<file path="src/sgr_pkg.sv">
// Shared types, constants and code tables for the SGR attribute delta encoder.
// No dependencies; imported by the controller, the datapath and the top level.
`timescale 1ns / 1ps

package sgr_pkg;

    // Number slots: 8 flag-off codes, 8 flag-on codes, 5 fg fields, 5 bg fields
    localparam int SLOT_W    = 5;
    localparam int NUM_SLOTS = 26;
    localparam int OFF_BASE  = 0;
    localparam int ON_BASE   = 8;
    localparam int FG_BASE   = 16;
    localparam int BG_BASE   = 21;
    localparam int COL_SLOTS = 5;

    typedef logic [SLOT_W-1:0]    slot_t;
    typedef logic [SLOT_W:0]      slot_ext_t;
    typedef logic [NUM_SLOTS-1:0] slot_mask_t;

    // Colour modes
    localparam logic [1:0] MODE_DEFAULT = 2'd0;
    localparam logic [1:0] MODE_BASIC   = 2'd1;
    localparam logic [1:0] MODE_PALETTE = 2'd2;
    localparam logic [1:0] MODE_RGB     = 2'd3;

    // ASCII bytes
    localparam logic [7:0] CHAR_ESC  = 8'h1B;
    localparam logic [7:0] CHAR_LBR  = 8'h5B;  // '['
    localparam logic [7:0] CHAR_SEP  = 8'h3B;  // ';'
    localparam logic [7:0] CHAR_END  = 8'h6D;  // 'm'
    localparam logic [7:0] CHAR_ZERO = 8'h30;  // '0'

    // Colour code numbers
    localparam logic [7:0] CODE_FG_DEFAULT = 8'd39;
    localparam logic [7:0] CODE_BG_DEFAULT = 8'd49;
    localparam logic [7:0] CODE_FG_EXT     = 8'd38;
    localparam logic [7:0] CODE_BG_EXT     = 8'd48;
    localparam logic [7:0] CODE_PALETTE    = 8'd5;
    localparam logic [7:0] CODE_RGB        = 8'd2;

    // Controller states
    typedef enum logic [3:0] {
        ST_IDLE,
        ST_CHECK,
        ST_ERR,
        ST_ESC,
        ST_LBR,
        ST_HUND,
        ST_TENS,
        ST_ONES,
        ST_SEP,
        ST_END
    } state_t;

    // Output byte source
    typedef enum logic [2:0] {
        SEL_ESC,
        SEL_LBR,
        SEL_SEP,
        SEL_HUND,
        SEL_TENS,
        SEL_ONES,
        SEL_END,
        SEL_ERR
    } byte_sel_t;

    // Controller -> datapath
    typedef struct packed {
        logic      load;
        logic      emit;
        byte_sel_t sel;
        logic      last;
        slot_t     slot;
    } dp_cmd_t;

    // Datapath -> controller
    typedef struct packed {
        logic       out_free;
        logic       differ;
        logic       room;
        slot_mask_t mask;
        logic       ge100;
        logic       ge10;
    } dp_stat_t;

    // SGR code that sets a style flag
    function automatic logic [7:0] flag_on_code(input logic [2:0] idx);
        logic [7:0] c;
        unique case (idx)
            3'd0: c = 8'd1;
            3'd1: c = 8'd2;
            3'd2: c = 8'd3;
            3'd3: c = 8'd4;
            3'd4: c = 8'd5;
            3'd5: c = 8'd7;
            3'd6: c = 8'd9;
            3'd7: c = 8'd0;
        endcase
        return c;
    endfunction

    // SGR code that clears a style flag (bold and faint share one)
    function automatic logic [7:0] flag_off_code(input logic [2:0] idx);
        logic [7:0] c;
        unique case (idx)
            3'd0: c = 8'd22;
            3'd1: c = 8'd22;
            3'd2: c = 8'd23;
            3'd3: c = 8'd24;
            3'd4: c = 8'd25;
            3'd5: c = 8'd27;
            3'd6: c = 8'd29;
            3'd7: c = 8'd0;
        endcase
        return c;
    endfunction

    // Which colour fields a mode writes
    function automatic logic [COL_SLOTS-1:0] colour_mask(input logic [1:0] mode);
        logic [COL_SLOTS-1:0] m;
        unique case (mode)
            MODE_DEFAULT: m = 5'b00001;
            MODE_BASIC:   m = 5'b00001;
            MODE_PALETTE: m = 5'b00111;
            MODE_RGB:     m = 5'b11111;
        endcase
        return m;
    endfunction

    // Number written in colour field k
    function automatic logic [7:0] colour_field(input logic        is_bg,
                                                input logic [1:0]  mode,
                                                input logic [23:0] val,
                                                input logic [2:0]  k);
        logic [7:0] v;
        logic [7:0] ext;
        ext = is_bg ? CODE_BG_EXT : CODE_FG_EXT;
        unique case (mode)
            MODE_DEFAULT: v = is_bg ? CODE_BG_DEFAULT : CODE_FG_DEFAULT;
            MODE_BASIC:   v = val[7:0];
            MODE_PALETTE: begin
                if (k == 3'd0)      v = ext;
                else if (k == 3'd1) v = CODE_PALETTE;
                else                v = val[7:0];
            end
            MODE_RGB: begin
                if (k == 3'd0)      v = ext;
                else if (k == 3'd1) v = CODE_RGB;
                else if (k == 3'd2) v = val[23:16];
                else if (k == 3'd3) v = val[15:8];
                else                v = val[7:0];
            end
        endcase
        return v;
    endfunction

endpackage

</file>
<file path="src/sgr_attribute_delta_encoder.sv">
// Top level of the SGR attribute delta encoder: controller plus datapath.
// Depends on sgr_pkg, sgr_ctrl and sgr_datapath.
`timescale 1ns / 1ps

// Takes a wanted and a previous text attribute set per input beat and emits
// the SGR escape sequence that changes one into the other, one byte per
// output beat, with m_last on the final byte. Equal sets produce no output;
// differing sets with s_room_ok low produce one beat with m_status set. The
// block works on one item at a time: it captures an item, classifies it, then
// emits one output byte per cycle while m_ready stays high. The single output
// byte register sets the pace; the last byte can wait there while the next
// item is accepted.
module sgr_attribute_delta_encoder import sgr_pkg::*; (
    input  logic        aclk,
    input  logic        aresetn,
    input  logic        s_valid,
    output logic        s_ready,
    input  logic [23:0] s_want_fg,
    input  logic [1:0]  s_want_fg_mode,
    input  logic [23:0] s_want_bg,
    input  logic [1:0]  s_want_bg_mode,
    input  logic [7:0]  s_want_flags,
    input  logic [23:0] s_prev_fg,
    input  logic [1:0]  s_prev_fg_mode,
    input  logic [23:0] s_prev_bg,
    input  logic [1:0]  s_prev_bg_mode,
    input  logic [7:0]  s_prev_flags,
    input  logic        s_room_ok,
    output logic        m_valid,
    input  logic        m_ready,
    output logic [7:0]  m_out_byte,
    output logic        m_status,
    output logic        m_last
);

    dp_cmd_t  cmd;
    dp_stat_t stat;

    sgr_ctrl u_ctrl (
        .aclk    (aclk),
        .aresetn (aresetn),
        .s_valid (s_valid),
        .s_ready (s_ready),
        .stat    (stat),
        .cmd     (cmd)
    );

    sgr_datapath u_datapath (
        .aclk           (aclk),
        .aresetn        (aresetn),
        .s_want_fg      (s_want_fg),
        .s_want_fg_mode (s_want_fg_mode),
        .s_want_bg      (s_want_bg),
        .s_want_bg_mode (s_want_bg_mode),
        .s_want_flags   (s_want_flags),
        .s_prev_fg      (s_prev_fg),
        .s_prev_fg_mode (s_prev_fg_mode),
        .s_prev_bg      (s_prev_bg),
        .s_prev_bg_mode (s_prev_bg_mode),
        .s_prev_flags   (s_prev_flags),
        .s_room_ok      (s_room_ok),
        .cmd            (cmd),
        .stat           (stat),
        .m_valid        (m_valid),
        .m_ready        (m_ready),
        .m_out_byte     (m_out_byte),
        .m_status       (m_status),
        .m_last         (m_last)
    );

endmodule

</file>
<file path="src/sgr_ctrl.sv">
// Sequencer of the SGR encoder: walks ESC '[', the present number slots with
// their digits and separators, and the closing 'm', or a single error beat. Depends on sgr_pkg.
`timescale 1ns / 1ps

module sgr_ctrl import sgr_pkg::*; (
    input  logic     aclk,
    input  logic     aresetn,
    input  logic     s_valid,
    output logic     s_ready,
    input  dp_stat_t stat,
    output dp_cmd_t  cmd
);

    state_t    state_reg, state_next;
    slot_t     slot_reg, slot_next;
    slot_ext_t first_idx;
    slot_ext_t after_idx;

    // Lowest present slot at or above lo; NUM_SLOTS when none
    function automatic slot_ext_t first_from(input slot_mask_t mask, input slot_ext_t lo);
        slot_ext_t r;
        r = slot_ext_t'(NUM_SLOTS);
        for (int i = NUM_SLOTS - 1; i >= 0; i--) begin
            if (mask[i] && slot_ext_t'(i) >= lo) r = slot_ext_t'(i);
        end
        return r;
    endfunction

    assign first_idx = first_from(stat.mask, '0);
    assign after_idx = first_from(stat.mask, slot_ext_t'(slot_reg) + slot_ext_t'(1));

    // State and slot pointer
    always_ff @(posedge aclk) begin
        if (!aresetn) begin
            state_reg <= ST_IDLE;
            slot_reg  <= '0;
        end else begin
            state_reg <= state_next;
            slot_reg  <= slot_next;
        end
    end

    // Next state and datapath commands
    always_comb begin
        state_next = state_reg;
        slot_next  = slot_reg;
        s_ready    = 1'b0;
        cmd.load   = 1'b0;
        cmd.emit   = 1'b0;
        cmd.sel    = SEL_ESC;
        cmd.last   = 1'b0;
        cmd.slot   = slot_reg;
        unique case (state_reg)
            ST_IDLE: begin
                s_ready = 1'b1;
                if (s_valid) begin
                    cmd.load   = 1'b1;
                    state_next = ST_CHECK;
                end
            end
            ST_CHECK: begin
                if (!stat.differ)    state_next = ST_IDLE;
                else if (!stat.room) state_next = ST_ERR;
                else                 state_next = ST_ESC;
            end
            ST_ERR: begin
                if (stat.out_free) begin
                    cmd.emit   = 1'b1;
                    cmd.sel    = SEL_ERR;
                    cmd.last   = 1'b1;
                    state_next = ST_IDLE;
                end
            end
            ST_ESC: begin
                if (stat.out_free) begin
                    cmd.emit   = 1'b1;
                    cmd.sel    = SEL_ESC;
                    state_next = ST_LBR;
                end
            end
            ST_LBR: begin
                if (stat.out_free) begin
                    cmd.emit   = 1'b1;
                    cmd.sel    = SEL_LBR;
                    slot_next  = first_idx[SLOT_W-1:0];
                    state_next = ST_HUND;
                end
            end
            // leading digit of the current number
            ST_HUND: begin
                if (stat.out_free) begin
                    cmd.emit = 1'b1;
                    if (stat.ge100) begin
                        cmd.sel    = SEL_HUND;
                        state_next = ST_TENS;
                    end else if (stat.ge10) begin
                        cmd.sel    = SEL_TENS;
                        state_next = ST_ONES;
                    end else begin
                        cmd.sel = SEL_ONES;
                        if (after_idx == slot_ext_t'(NUM_SLOTS)) begin
                            state_next = ST_END;
                        end else begin
                            slot_next  = after_idx[SLOT_W-1:0];
                            state_next = ST_SEP;
                        end
                    end
                end
            end
            ST_TENS: begin
                if (stat.out_free) begin
                    cmd.emit   = 1'b1;
                    cmd.sel    = SEL_TENS;
                    state_next = ST_ONES;
                end
            end
            ST_ONES: begin
                if (stat.out_free) begin
                    cmd.emit = 1'b1;
                    cmd.sel  = SEL_ONES;
                    if (after_idx == slot_ext_t'(NUM_SLOTS)) begin
                        state_next = ST_END;
                    end else begin
                        slot_next  = after_idx[SLOT_W-1:0];
                        state_next = ST_SEP;
                    end
                end
            end
            ST_SEP: begin
                if (stat.out_free) begin
                    cmd.emit   = 1'b1;
                    cmd.sel    = SEL_SEP;
                    state_next = ST_HUND;
                end
            end
            ST_END: begin
                if (stat.out_free) begin
                    cmd.emit   = 1'b1;
                    cmd.sel    = SEL_END;
                    cmd.last   = 1'b1;
                    state_next = ST_IDLE;
                end
            end
            default: state_next = ST_IDLE;
        endcase
    end

endmodule

</file>
<file path="src/sgr_datapath.sv">
// Datapath of the SGR encoder: captured attribute deltas, slot value select,
// decimal digit split and the output beat register. Depends on sgr_pkg.
`timescale 1ns / 1ps

module sgr_datapath import sgr_pkg::*; (
    input  logic        aclk,
    input  logic        aresetn,
    input  logic [23:0] s_want_fg,
    input  logic [1:0]  s_want_fg_mode,
    input  logic [23:0] s_want_bg,
    input  logic [1:0]  s_want_bg_mode,
    input  logic [7:0]  s_want_flags,
    input  logic [23:0] s_prev_fg,
    input  logic [1:0]  s_prev_fg_mode,
    input  logic [23:0] s_prev_bg,
    input  logic [1:0]  s_prev_bg_mode,
    input  logic [7:0]  s_prev_flags,
    input  logic        s_room_ok,
    input  dp_cmd_t     cmd,
    output dp_stat_t    stat,
    output logic        m_valid,
    input  logic        m_ready,
    output logic [7:0]  m_out_byte,
    output logic        m_status,
    output logic        m_last
);

    // Captured item
    logic [7:0]  off_reg, on_reg;
    logic        fg_ch_reg, bg_ch_reg, room_reg;
    logic [1:0]  fg_mode_reg, bg_mode_reg;
    logic [23:0] fg_val_reg, bg_val_reg;

    // Output beat
    logic        m_valid_reg;
    logic [7:0]  byte_reg;
    logic        status_reg, last_reg;
    logic [7:0]  byte_next;

    // Slot value and digits
    slot_t       fg_k, bg_k;
    logic [7:0]  slot_val;
    logic [7:0]  hund_sub, rem8;
    logic [1:0]  hund;
    logic [14:0] tens_prod;
    logic [3:0]  tens;
    logic [7:0]  ones8;

    always_ff @(posedge aclk) begin
        if (cmd.load) begin
            off_reg     <= s_prev_flags & ~s_want_flags;
            on_reg      <= s_want_flags & ~s_prev_flags;
            fg_ch_reg   <= (s_want_fg != s_prev_fg) || (s_want_fg_mode != s_prev_fg_mode);
            bg_ch_reg   <= (s_want_bg != s_prev_bg) || (s_want_bg_mode != s_prev_bg_mode);
            room_reg    <= s_room_ok;
            fg_mode_reg <= s_want_fg_mode;
            fg_val_reg  <= s_want_fg;
            bg_mode_reg <= s_want_bg_mode;
            bg_val_reg  <= s_want_bg;
        end
    end

    // Present slots
    assign stat.mask[ON_BASE-1:OFF_BASE]  = off_reg;
    assign stat.mask[FG_BASE-1:ON_BASE]   = on_reg;
    assign stat.mask[BG_BASE-1:FG_BASE]   = fg_ch_reg ? colour_mask(fg_mode_reg) : '0;
    assign stat.mask[NUM_SLOTS-1:BG_BASE] = bg_ch_reg ? colour_mask(bg_mode_reg) : '0;
    assign stat.differ   = (|off_reg) || (|on_reg) || fg_ch_reg || bg_ch_reg;
    assign stat.room     = room_reg;
    assign stat.out_free = !m_valid_reg || m_ready;

    // Number held in the addressed slot
    assign fg_k = cmd.slot - slot_t'(FG_BASE);
    assign bg_k = cmd.slot - slot_t'(BG_BASE);

    always_comb begin
        if (cmd.slot < slot_t'(ON_BASE))
            slot_val = flag_off_code(cmd.slot[2:0]);
        else if (cmd.slot < slot_t'(FG_BASE))
            slot_val = flag_on_code(cmd.slot[2:0]);
        else if (cmd.slot < slot_t'(BG_BASE))
            slot_val = colour_field(1'b0, fg_mode_reg, fg_val_reg, fg_k[2:0]);
        else
            slot_val = colour_field(1'b1, bg_mode_reg, bg_val_reg, bg_k[2:0]);
    end

    // Decimal split: hundreds by compare, tens by reciprocal of 10
    always_comb begin
        if (slot_val >= 8'd200) begin
            hund     = 2'd2;
            hund_sub = 8'd200;
        end else if (slot_val >= 8'd100) begin
            hund     = 2'd1;
            hund_sub = 8'd100;
        end else begin
            hund     = 2'd0;
            hund_sub = 8'd0;
        end
        rem8      = slot_val - hund_sub;
        tens_prod = 15'(rem8[6:0]) * 15'd205;
        tens      = tens_prod[14:11];
        ones8     = rem8 - {1'b0, tens, 3'b000} - {3'b000, tens, 1'b0};
    end

    assign stat.ge100 = slot_val >= 8'd100;
    assign stat.ge10  = slot_val >= 8'd10;

    // Byte for the requested source
    always_comb begin
        unique case (cmd.sel)
            SEL_ESC:  byte_next = CHAR_ESC;
            SEL_LBR:  byte_next = CHAR_LBR;
            SEL_SEP:  byte_next = CHAR_SEP;
            SEL_HUND: byte_next = CHAR_ZERO | {6'b0, hund};
            SEL_TENS: byte_next = CHAR_ZERO | {4'b0, tens};
            SEL_ONES: byte_next = CHAR_ZERO | {4'b0, ones8[3:0]};
            SEL_END:  byte_next = CHAR_END;
            SEL_ERR:  byte_next = 8'h00;
            default:  byte_next = 8'h00;
        endcase
    end

    // Output beat register
    always_ff @(posedge aclk) begin
        if (!aresetn) begin
            m_valid_reg <= 1'b0;
        end else if (cmd.emit) begin
            m_valid_reg <= 1'b1;
        end else if (m_ready) begin
            m_valid_reg <= 1'b0;
        end
    end

    always_ff @(posedge aclk) begin
        if (cmd.emit) begin
            byte_reg   <= byte_next;
            status_reg <= (cmd.sel == SEL_ERR);
            last_reg   <= cmd.last;
        end
    end

    assign m_valid    = m_valid_reg;
    assign m_out_byte = byte_reg;
    assign m_status   = status_reg;
    assign m_last     = last_reg;

endmodule

</file>
<file path="config.mk">
export PLATFORM = sky130hd
export DESIGN_NAME = sgr_attribute_delta_encoder
export DESIGN_NICKNAME = d
export VERILOG_FILES = /design/src/sgr_pkg.sv /design/src/sgr_attribute_delta_encoder.sv /design/src/sgr_ctrl.sv /design/src/sgr_datapath.sv
export SDC_FILE = /design/constraint.sdc
export NUM_CORES = 1
export LEC_CHECK = 0
export BUFFER_PORTS_ARGS = -buffer_cell sky130_fd_sc_hd__buf_4
export CAP_MARGIN = 10
export CORE_MARGIN = 2
export CORE_UTILIZATION = 53
export CTS_BUF_LIST = sky130_fd_sc_hd__clkbuf_4 sky130_fd_sc_hd__clkbuf_8
export CTS_CLUSTER_DIAMETER = 60
export DETAILED_ROUTE_END_ITERATION = 6
export PLACE_DENSITY = 0.81
export SYNTH_ARGS = -nofsm -noshare
export SYNTH_HDL_FRONTEND = slang
export SYNTH_SLANG_ARGS = --single-unit
</file>
<file path="constraint.sdc">
create_clock -name aclk -period 7 [get_ports aclk]
set_input_delay 0.35 -clock aclk [delete_from_list [all_inputs] [get_ports aclk]]
set_output_delay 0.35 -clock aclk [all_outputs]
set_load 0.02 [all_outputs]
</file>
==> run summary <==
STA classifies the critical path endpoint as a register. The total via count after detailed routing came out at between 7000 and 8000. The min-delay analysis places its worst path in the category input pin to register. The critical path is of the register to register type. The count of H-tree levels built during CTS came out at 3.

After floorplanning, the core was divided into 44 placement rows. Clock tree synthesis inserted a total of 9 buffers. The global route total overflow is 0. The data required time at the worst endpoint is 7.14 ns. The post-synthesis cell type count is 83. Cell internal power was estimated by the tool at between 2 and 2.5 mW. The worst setup path is launched from a register. The initial antenna violation count is 0. Of the total power, the share spent switching nets is roughly 45%.

The post-detailed-route via-to-cell ratio is slightly below 6. The post-layout worst setup margin is -0.770 ns. The clock-pin slew on the worst setup and hold paths came out at roughly 0.11 ns. Compared with the post-synthesis result, the final layout area differs by 33.4%. The actual transition at the worst max-transition pin is about 0.9 ns.

The reported leakage power is between 4 and 5 nW. In this run the most critical hold path is launched from s_room_ok. Tracing the worst setup path back leads to its startpoint at u_ctrl.slot_reg[1]. The clock sink count came out at just under 100.

The final-report hold violation count was 0. The die covers roughly 0.016 mm2. edfxtp_1 takes more of the synthesized area than any other cell. The sequential power share came out at 22.2%. In this run, synthesis inferred 80 flip-flops with an integrated enable.

The final core utilization is 71.6%. TritonCTS built the clock tree. Sequential cells were found to cover between 30% and 40% of the synthesized design area. The maximum count of clock buffers along a single path came out at 2. The dominant cell type by count on the critical path is ha_4. The global router's overall resource usage is a little over a quarter. Synthesis produced a netlist whose cell count is slightly above 800.

In this run the worst path has a maximum fanout of 6. Between clock sinks in the finished design, the worst skew comes to a little under 0.01 ns. The fraction of layout cells with a size suffix above 1 came out at about a third. The predominant post-synthesis flop cell is edfxtp_1. The startpoint identified for the worst register-to-register timing path is u_ctrl.slot_reg[1]. The power after layout came out at 4.43 mW. The violation count after the first detailed-routing iteration came out at roughly 520. The minimum clock period after layout came out at 7.77 ns.

CTS placed an instance of clkbuf_8 at the clock tree root. The final setup violation count is 4. The share of power burned in the clock network came out at under 10%. The global placement routability congestion is 0.957. The minimum setup slack after placement came out at -0.680 ns.

The highest-delay cell along the critical path is fa_1. The count of maximum capacitance violations came out at 0. After detailed routing, the number of remaining DRC violations is 0. The number of slew-limit violations in the final report came out at 0. The largest vdd supply drop came out at 0.276 mV.

The number of I/O port buffers is roughly 140. At the end of the flow, the number of nets in the layout was roughly 1200. The peak clock frequency supported by timing came out at 0.129 GHz. The number of antenna-violating nets in the routed design came out at 0. The starting density of the core came out at a little over half. The checks that failed: setup timing. The number of detailed-route iterations in the first pass came out at 5. For this design the ratio of total power to cell area is around 430 mW/mm2. Counting flops with an async set or reset pin after synthesis yields a share of 0%. The synthesis warning total came out at 0. The worst slew margin relative to its limit is roughly two fifths. The die boundary width is 125 um. During I/O placement, the number of pins put on the boundary was around 140. After detailed routing, the average wire length per cell comes to roughly 17 um. For this design the total switching power over the nets is about 2.0 mW. The layout has about 1100 filler cells.

The sum of net half-perimeters after detailed placement came out at 16200 um. The via count of the first global-routing pass came out at around 7000. The area inside the core boundary came out at ~0.014 mm2. For the worst setup path, the data arrival time is ~7.9 ns. The number of nets handed over by synthesis was 1006. The worst register-to-register path has a setup slack of -0.77 ns.

The number of antenna diodes is 0. The maximum number of pins on one net before global-route repair came out at 38. The per-instance average area after synthesis came out at around 9.5 um2. After synthesis, the cell types taking the most area are edfxtp_1, ha_1, dfxtp_1. At the later pin of the worst-skew pair, clock insertion delay measures 0.39 ns.

The area fraction of the dominant cell type after synthesis is about 31%. The flop and latch count out of synthesis is 99. The largest single stage delay on the critical path is approximately 0.53 ns. The netlist area before placement came out at ~0.0077 mm2. The run finished, with violations left. Setup repair after global routing could not meet its margin everywhere. The die is about 120 um tall. The combinational group share of total power is 68.0%. The final layout contains routed wiring with a total length of roughly 22000 um. The global-route wire length before repair came out at about 34000 um. The number of hold buffers added after CTS was 0. The period utilization is 111%.
[per-layer routing]
layer | vias to the layer above | share of wire [%] | global-route usage [%]
met5 | - | 0 | 0
met4 | 0 | 3.1 | 11.7
met3 | 49 | 5.6 | 4.21
met2 | 282 | 49 | 47.1
met1 | 3393 | 42 | 34.2
li1 | 3453 | - | -
[synthesized netlist by cell type (3+ instances only)]
master,count
edfxtp_1,80
nand2_1,54
nor2_1,54
a21oi_1,53
ha_1,53
inv_1,50
o21ai_0,45
xnor2_1,43
nor2b_1,32
xor2_1,25
clkbuf_1,21
dfxtp_1,19
mux2i_1,19
nor3_1,19
nand2b_1,16
nand3_1,16
o22ai_1,12
nand4_1,10
a211oi_1,9
a21o_1,9
a31oi_1,9
fa_1,9
o21a_1,9
o31ai_1,9
buf_2,8
nor4_1,8
o211ai_1,7
and2_1,6
mux2_2,6
o21bai_1,6
and3_1,5
o21ai_1,5
a221oi_1,4
a2bb2oi_1,4
nand3b_1,4
o221ai_1,4
a21boi_0,3
a22o_1,3
o2111ai_1,3
or2_2,3
or3_1,3
[through the flow]
stage / TNS, ns / instances / instance area, um2 / hold WS [ns]
final: -2.04 / 1230 / 10300 / 0.136
after global routing: -3.13 / 1230 / 10300 / 0.121
after CTS: -0.432 / 1230 / 10200 / 0.120
after detailed placement: -1.71 / 1199 / 9650 / 0.534
after global placement: -1.09 / 1199 / 9650 / 0.533
after floorplan: -0.575 / 819 / 7860 / 0.449
[path summary, 6_finish.rpt]
path | end | cells past startpoint
setup reg to reg | u_datapath.m_out_byte[3] | 37
hold reg to reg | u_datapath.m_valid | 2
setup / recovery | u_datapath.m_out_byte[3] | 37
hold / removal | u_datapath.room_reg | 1
[cell usage in the layout (no fill, tap or decap), types with 5 or more instances in the layout]
cell	Yosys	routed
fa_1	9	7
nand2_1	54	53
inv_1	50	44
nand2b_1	16	16
clkbuf_8	0	9
o21a_1	9	9
o21ai_0	45	40
ha_4	0	12
a21oi_2	2	5
nand3_1	16	16
mux2_2	6	6
dfxtp_1	19	16
nor4_1	8	8
ha_1	53	37
a21o_1	9	9
o21bai_1	6	5
o21ai_1	5	8
edfxtp_1	80	80
mux2i_1	19	19
o211ai_1	7	7
nor3_1	19	15
a31oi_1	9	9
xor2_1	25	23
and2_1	6	6
o22ai_1	12	12
xnor2_1	43	41
a211oi_1	9	6
nor2_1	54	51
a21oi_1	53	48
buf_4	2	240
nand4_1	10	10
o31ai_1	9	8
nor2b_1	32	31
[final cells by class]
cell class | count | area [um2] | area share (%)
Multi-Input combinational cell | 634 | 5010 | 48.5
Timing Repair Buffer | 244 | 1860 | 18.0
Sequential cell | 99 | 2790 | 27.0
Inverter | 53 | 209 | 2.02
Clock inverter | 7 | 108 | 1.04
Clock buffer | 9 | 124 | 1.20
Tap cell | 184 | 230 | 2.23
[power groups by stage]
stage               clock (mW)  combinational, mW  sequential [mW]
floorplan                    0               1.58            0.968
CTS                      0.439               2.65            0.979
finish                   0.434               3.01            0.985
global placement             0               2.33            0.987
detailed placement           0               2.39            0.990
global route             0.459               3.30             1.00
[critical path, delay by kind of cell (launching register included)]
family	cells	cell delay [ns]
fa+ha+maj	10	2.98
buf+inv	6	0.42
compound gates	9	1.26
xor+xnor	5	1.10
simple gates	7	1.36
flops	1	0.39
[timing repair]
| action | in CTS | in global routing |
|---|---|---|
| pin swaps | 25 | 31 |
| setup buffers | 15 | 6 |
| setup endpoints to repair | 4 | 4 |
| resized for setup | 32 | 27 |
[logic make-up after synthesis]
group	share of synthesized area, %
simple gates	15.7
fa+ha+maj	11.2
other cells	0.0484
flops	35.9
mux	3.33
buf+inv	4.59
xor+xnor	8.26
compound gates	21.0
No activity file was read; power rests on OpenSTA's default activity.
